[config.mk]
export PLATFORM = sky130hd
export DESIGN_NAME = soc_queue
export DESIGN_NICKNAME = d
export VERILOG_FILES = /design/src/sv/soc_queue.sv
export SDC_FILE = /design/constraint.sdc
export NUM_CORES = 1
export LEC_CHECK = 0
export BUFFER_PORTS_ARGS = -buffer_cell sky130_fd_sc_hd__buf_2
export CAP_MARGIN = 20
export CORE_MARGIN = 4
export CORE_UTILIZATION = 50
export CTS_CLUSTER_SIZE = 10
export DETAILED_ROUTE_END_ITERATION = 7
export GPL_TIMING_DRIVEN = 0
export PLACE_DENSITY = 0.74
export REMOVE_ABC_BUFFERS = 1
export SYNTH_ARGS = -nofsm -noshare
export SYNTH_HDL_FRONTEND = slang
export SYNTH_SLANG_ARGS = --single-unit
[constraint.sdc]
create_clock -name clk -period 2.1 [get_ports clk]
set_clock_uncertainty 0.2 [all_clocks]
set_input_delay 0.42 -clock clk [delete_from_list [all_inputs] [get_ports clk]]
set_output_delay 0.42 -clock clk [all_outputs]
set_load 0.02 [all_outputs]
[src/sv/soc_queue.sv]
module soc_queue #(
	parameter int PW    = 8,
	parameter int DEPTH = 4
) (
	input  logic          clk,
	input  logic          arst_n,
	input  logic          in_valid,
	output logic          in_ready,
	input  logic [PW-1:0] in_data,
	output logic          out_valid,
	input  logic          out_ready,
	output logic [PW-1:0] out_data
);

	localparam int AW = (DEPTH > 1) ? $clog2(DEPTH) : 1;
	localparam int CW = $clog2(DEPTH + 1);

	logic [PW-1:0] mem [DEPTH];
	logic [AW-1:0] wr_q, rd_q;
	logic [CW-1:0] cnt_q;
	logic          push, pop;

	assign in_ready  = cnt_q != CW'(DEPTH);
	assign out_valid = cnt_q != '0;
	assign push      = in_valid && in_ready;
	assign pop       = out_valid && out_ready;
	assign out_data  = mem[rd_q];

	always_ff @(posedge clk or negedge arst_n) begin
		if (!arst_n) begin
			wr_q  <= '0;
			rd_q  <= '0;
			cnt_q <= '0;
		end else begin
			if (push) wr_q <= wr_q + AW'(1);
			if (pop) rd_q <= rd_q + AW'(1);
			cnt_q <= cnt_q + CW'(push) - CW'(pop);
		end
	end

	always_ff @(posedge clk) begin
		if (push) mem[wr_q] <= in_data;
	end

endmodule

==> results of run 1 <==
==> registers in the layout, indices dropped and copies added, names as in the netlist <==
name / cells
rd_q: 2
mem: 32
wr_q: 2
cnt_q: 3
==> layout by cell type (no fill, tap or decap), drive strengths merged <==
cell	Yosys	routed
and3b	4	4
buf	1	31
clkbuf	1	6
clkinv	0	2
dfrtp	7	7
dlygate4sd3	0	1
edfxtp	32	32
fa	1	1
ha	6	6
inv	6	6
mux4	8	8
nand2	1	1
nand2b	4	4
nand4bb	2	2
nor3b	1	1
o211ai	2	2
o311ai	1	1
o31a	1	1
or3	1	1
xnor2	3	3
xor2	1	1
==> layout make-up <==
cell class | instances | area, µm²
Clock inverter | 2 | 8.76
Fill cell | 224 | 1100
Timing Repair Buffer | 32 | 209
Clock buffer | 6 | 41.3
Inverter | 6 | 25.0
Multi-Input combinational cell | 36 | 497
Sequential cell | 39 | 1140
Tap cell | 44 | 55.1
==> per-layer routing <==
| layer | GRT usage | vias to the layer above | routed length [µm] |
|---|---|---|---|
| li1 | - | 401 | - |
| met1 | 0.186 | 425 | 1200 |
| met2 | 0.244 | 19 | 1430 |
| met3 | 0.0451 | 4 | 118 |
| met4 | 0.0622 | 0 | 36 |
| met5 | 0 | - | 0 |
==> logic make-up after synthesis <==
| kind of cell | share of synthesized area |
|---|---|
| and+or+nand+nor | 0.0684 |
| muxes | 0.111 |
| adders and majority gates | 0.0584 |
| buffers and inverters | 0.0238 |
| DFF | 0.697 |
| xor gates and xnor gates | 0.0215 |
| AOI/OAI and AO/OA | 0.0200 |
==> metrics by stage <==
| step | TNS, ns | utilization | setup WS [ns] | total power, mW | instances |
|---|---|---|---|---|---|
| floorplan | -0.195 | - | -0.170 | 1.87 | 81 |
| global placement | -0.515 | 0.576 | -0.297 | 2.10 | 146 |
| detailed placement | -0.626 | 0.576 | -0.383 | 2.16 | 146 |
| CTS | -0.649 | 0.622 | -0.125 | 2.65 | 162 |
| global route | -1.17 | 0.642 | -0.213 | 2.97 | 165 |
| finish | -0.500 | 0.642 | -0.142 | 2.78 | 165 |
==> power breakdown <==
group	internal (mW)	leakage (nW)	switching (mW)
Clock	0.126	0.0297	0.223
Combinational	0.637	0.339	0.596
Sequential	1.05	0.372	0.147
Total	1.82	0.740	0.966
==> worst max path at each step <==
| stage | from | endpoint | slack [ns] | cells after the start |
|---|---|---|---|---|
| after floorplan | cnt_q[1] | cnt_q[2] | -0.17 | 9 |
| final | cnt_q[2] | cnt_q[2] | -0.14 | 8 |
| after global routing | cnt_q[2] | cnt_q[2] | -0.21 | 8 |
| after detailed placement | cnt_q[1] | cnt_q[2] | -0.38 | 9 |
| after CTS | cnt_q[2] | cnt_q[2] | -0.13 | 8 |
| after global placement | cnt_q[1] | cnt_q[2] | -0.30 | 9 |
==> timing repair <==
action / in CTS / in global routing
setup buffers: 7 / 3
hold endpoints to repair: 7 / 0
setup endpoints to repair: 10 / 10
gates cloned: 0 / 0
hold buffers: 1 / 0
resized for setup: 6 / 10
pin swaps: 3 / 5
==> metrics.txt, run 1 <==
CP required=around 2.1 ns; Post-Synthesis Cell Area=between 1500 and 2000 µm²; CP Max Fanout=5; ys flop type=edfxtp_1; Lkg Pwr=between 0.7 and 0.8 nW; Synth Instances=between 80 and 90; port buffer count=21; sequential element share of the synthesized area=0.697; vias in the first global route=914; hold_sp=in_data[2]; Largest stage delay, worst path=about 0.45 ns; root buffer cell=clkbuf_4; critical path class=flip-flop to flip-flop; Worst EP arrival=between 2 and 2.5 ns; Rows=20; Worst Hold Class=primary input to flip-flop; failing checks=setup timing; WHS Path Cells=1; synth cell count leaders=32 x edfxtp_1, 8 x mux4_2, 7 x dfrtp_1; IO Pins=22; Die Span X=approximately 65 µm; first-pass GRT wire length=between 4000 and 5000 µm; RePlAce Congestion=approximately 0.68; FF-to-FF path depth=8; most common cell in the netlist=edfxtp_1; Final Cycle Share=1.07; share of cells above drive strength 1=0.479; worst-margin pin slew=about 0.43 ns; total congestion overflow=0; Crit path buffers/inverters=2; synth-to-layout area growth=21.4%; worst r2r dst=cnt_q[2]; Post-Route WL=2790 µm; most frequent CP cell=ha_4; fin nets=139; TritonRoute pass-1 iters=4; final worst slack=-0.142 ns; Area contributors post-synth=edfxtp_1 59%, mux4_2 11%, dfrtp_1 11%, ha_1 4.6%, and3b_1 2.2%; RSZ-0062 raised after global routing=yes; maximum clock path buffer count=2; Unique masters post-synth=19; post-DR wirelength/cell=approximately 17 µm; worst-skew pair later-pin latency=0.34 ns; f_max=446 MHz; crit-path cells=o31a_1 -> ha_4 -> inv_4 -> ha_4 -> inv_2 -> fa_2 -> xnor2_2 -> xnor2_1; post-synth top area cell=edfxtp_1; DRC viols=0; CTS tree=done; initial antenna violation count=0; DP HPWL=roughly 1800 µm; Top delay family on crit path=adder cells; Slew HR=0.713; die span in y=65.1 µm; WHS=~0.09 ns; average cell area after synthesis=approximately 20 µm²; cell area after placement=roughly 1800 µm²; drt initial violations=37; worst vdd rail ir drop=between 600 and 700 µV; maxcap violations=0; run status=complete, but fails checks; crit path capture type=flip-flop; vias per cell=5.15; pin count of the biggest net entering global routing=13; Num CTS Buffers=5; Post-synth EDFFs=32; core outline area=~3000 µm²; Antenna Nets Post-Route=0; Synth warnings=0; max-slew violations=0; die area=4240 µm²; Synth top area share=0.590; CP max-delay cell=dfrtp_2; post-route cell area=roughly 2000 µm²; All-Layer GR Usage=0.150; post-layout min period=around 2.2 ns; Final setup viols=10; total number of vias=between 800 and 900; Ant. Diodes=0; clock transition at the registers of the reported paths=approximately 0.12 ns; FF-to-FF Start=cnt_q[2]; reg2reg setup slack=-0.14 ns; Startpoint Class=flip-flop; Fin. Hold Viols=0; Starting Density=0.529; H-tree Lvls=2; Clock Sinks=39; Yosys reg bits=39; pwr/cell area=roughly 1400 nW/µm²; Hold Path End=mem[1][2]; Synth async-reset ratio=0.179
(Power assumes the default switching activity.)
==> inputs of run 2 (changes only) <==
Settings changed: CORE_UTILIZATION 50 to 51, PLACE_DENSITY 0.74 to 0.72, RECOVER_POWER set to 100.
Clock period 2.1 ns to 2.72 ns, I/O delays scaled along.
==> metrics.txt, run 2 (synthesis gave the netlist of run 1 again) <==
pwr/cell area=1070 nW/µm² (was 1410 nW/µm²); CP max-delay cell=dfrtp_1 (was dfrtp_2); post-DR wirelength/cell=16.4 µm (was 16.9 µm); Fin. Hold Viols=0 (unchanged); crit path capture type=flip-flop (unchanged); CP Max Fanout=8 (was 5); TritonRoute pass-1 iters=4 (unchanged); CP required=2.73 ns (was 2.12 ns); Lkg Pwr=0.646 nW (was 0.740 nW); IO Pins=22 (unchanged); Startpoint Class=flip-flop (unchanged); Top delay family on crit path=adder cells (unchanged); first-pass GRT wire length=4100 µm (was 4590 µm); DP HPWL=1660 µm (was 1810 µm); port buffer count=21 (unchanged); DRC viols=0 (unchanged); Post-Route WL=2540 µm (was 2790 µm); critical path class=flip-flop to flip-flop (unchanged); share of cells above drive strength 1=0.171 (was 0.479); setup_tns=0 ns (was -0.500 ns); worst setup path start=cnt_q[1] (was cnt_q[2]); Top reg by flops=mem (unchanged); WHS=0.261 ns (was 0.0885 ns); final worst slack=0.258 ns (was -0.142 ns); Finished Core Util=0.602 (was 0.642); All-Layer GR Usage=0.139 (was 0.150); root buffer cell=clkbuf_4 (unchanged); maximum clock path buffer count=2 (unchanged); worst-skew pair later-pin latency=0.33 ns (was 0.34 ns); FF+latch area=1140 µm² (about the same); f_max=406 MHz (was 446 MHz); Filler Cell Count=268 (was 224); Slew HR=0.700 (was 0.713); most common cell after layout, fill and taps aside=edfxtp_1 (unchanged); RePlAce Congestion=0.693 (was 0.684); core outline area=3050 µm² (was 3080 µm²); max reg flops=32 (unchanged); Largest regs=mem (32), cnt_q (3) (unchanged); Worst EP arrival=2.48 ns (was 2.26 ns); Multi-input gate area=454 µm² (was 497 µm²); Starting Density=0.534 (was 0.529); vias per cell=5.24 (was 5.15); max-slew violations=0 (unchanged); die area=4160 µm² (was 4240 µm²); Rows=20 (unchanged); CTS tree=done (unchanged); vias in the first global route=812 (was 914); Final Cycle Share=0.905 (was 1.07); Largest stage delay, worst path=0.51 ns (was 0.45 ns); total congestion overflow=0 (unchanged); Clock Sinks=39 (unchanged); H-tree Lvls=2 (unchanged); Die Span X=64.5 µm (was 65.1 µm); worst slack, placed=0.247 ns (was -0.383 ns); die span in y=64.5 µm (was 65.1 µm); pin count of the biggest net entering global routing=13 (unchanged); Final setup viols=0 (was 10); maxcap violations=0 (unchanged); initial antenna violation count=0 (unchanged); Ant. Diodes=0 (unchanged); most frequent cells in the layout=32 x edfxtp_1, 19 x clkbuf_1, 8 x mux4_2 (was 32 x edfxtp_1, 20 x buf_2, 9 x buf_4); clock transition at the registers of the reported paths=0.11 ns (was 0.12 ns); Antenna Nets Post-Route=0 (unchanged); crit-path cells=nor3b_4 -> nand2b_1 -> ha_1 -> inv_1 -> ha_1 -> inv_1 -> fa_1 -> xnor2_1 -> xnor2_1 (was o31a_1 -> ha_4 -> inv_4 -> ha_4 -> inv_2 -> fa_2 -> xnor2_2 -> xnor2_1); Num CTS Buffers=5 (unchanged); worst vdd rail ir drop=728 µV (was 699 µV); Worst Hold Class=primary input to flip-flop (unchanged); Crit path buffers/inverters=2 (unchanged); synth-to-layout area growth=12.7% (was 21.4%); post-layout min period=2.46 ns (was 2.24 ns); hold_sp=in_data[6] (was in_data[2]); FF-to-FF Start=cnt_q[1] (was cnt_q[2]); worst-margin pin slew=0.450 ns (was 0.431 ns); fin nets=129 (was 139); run status=complete, no violations (was complete, but fails checks); drt initial violations=32 (was 37); RSZ-0062 raised after global routing=no (was yes); total number of vias=812 (was 849)
[run 2: path summary, 6_finish.rpt]
path	endpoint	slack, ns	cells past startpoint
worst min-delay path	mem[2][6]	0.26	1
min in group asynchronous	wr_q[0]	0.45	2
worst max-delay path	cnt_q[2]	0.26	9
worst min register to register	wr_q[1]	0.43	2
max in group asynchronous	rd_q[0]	1.54	2
worst max register to register	cnt_q[2]	0.26	9
[run 2: report_power, final]
group,internal (mW),switching [mW],leakage [nW]
Combinational,0.297,0.331,0.229
Sequential,0.809,0.167,0.374
Clock,0.189,0.174,0.0426
Total,1.30,0.672,0.646
[run 2: routing by layer]
metal | share of wire | vias up | wire [µm] | GRT usage
li1 | - | 375 | - | -
met1 | 0.41 | 409 | 1040 | 0.166
met2 | 0.52 | 22 | 1330 | 0.229
met3 | 0.053 | 6 | 135 | 0.0433
met4 | 0.013 | 0 | 32 | 0.0633
met5 | 0 | - | 0 | 0
[run 2: layout make-up]
cell class / count / share of cell area
sequential: 39 / 0.619
multi-input combinational: 36 / 0.247
timing repair buffer: 22 / 0.0497
tap: 44 / 0.0300
clock inverter: 3 / 0.0211
clock buffer: 5 / 0.0204
inverter: 6 / 0.0123
[run 2: what timing repair did]
item	4_1_cts	5_1_grt
setup buffers	0	0
endpoints found under the hold margin	7	0
endpoints found under the setup margin	0	2
resized for setup	0	1
hold buffers	1	0
[run 2: metrics by stage]
stage | power, mW | cells | area [µm²]
final | 1.97 | 155 | 1840
after floorplan | 1.44 | 81 | 1610
after global placement | 1.62 | 146 | 1770
after global routing | 2.10 | 155 | 1840
after detailed placement | 1.66 | 146 | 1770
after CTS | 2.02 | 155 | 1860
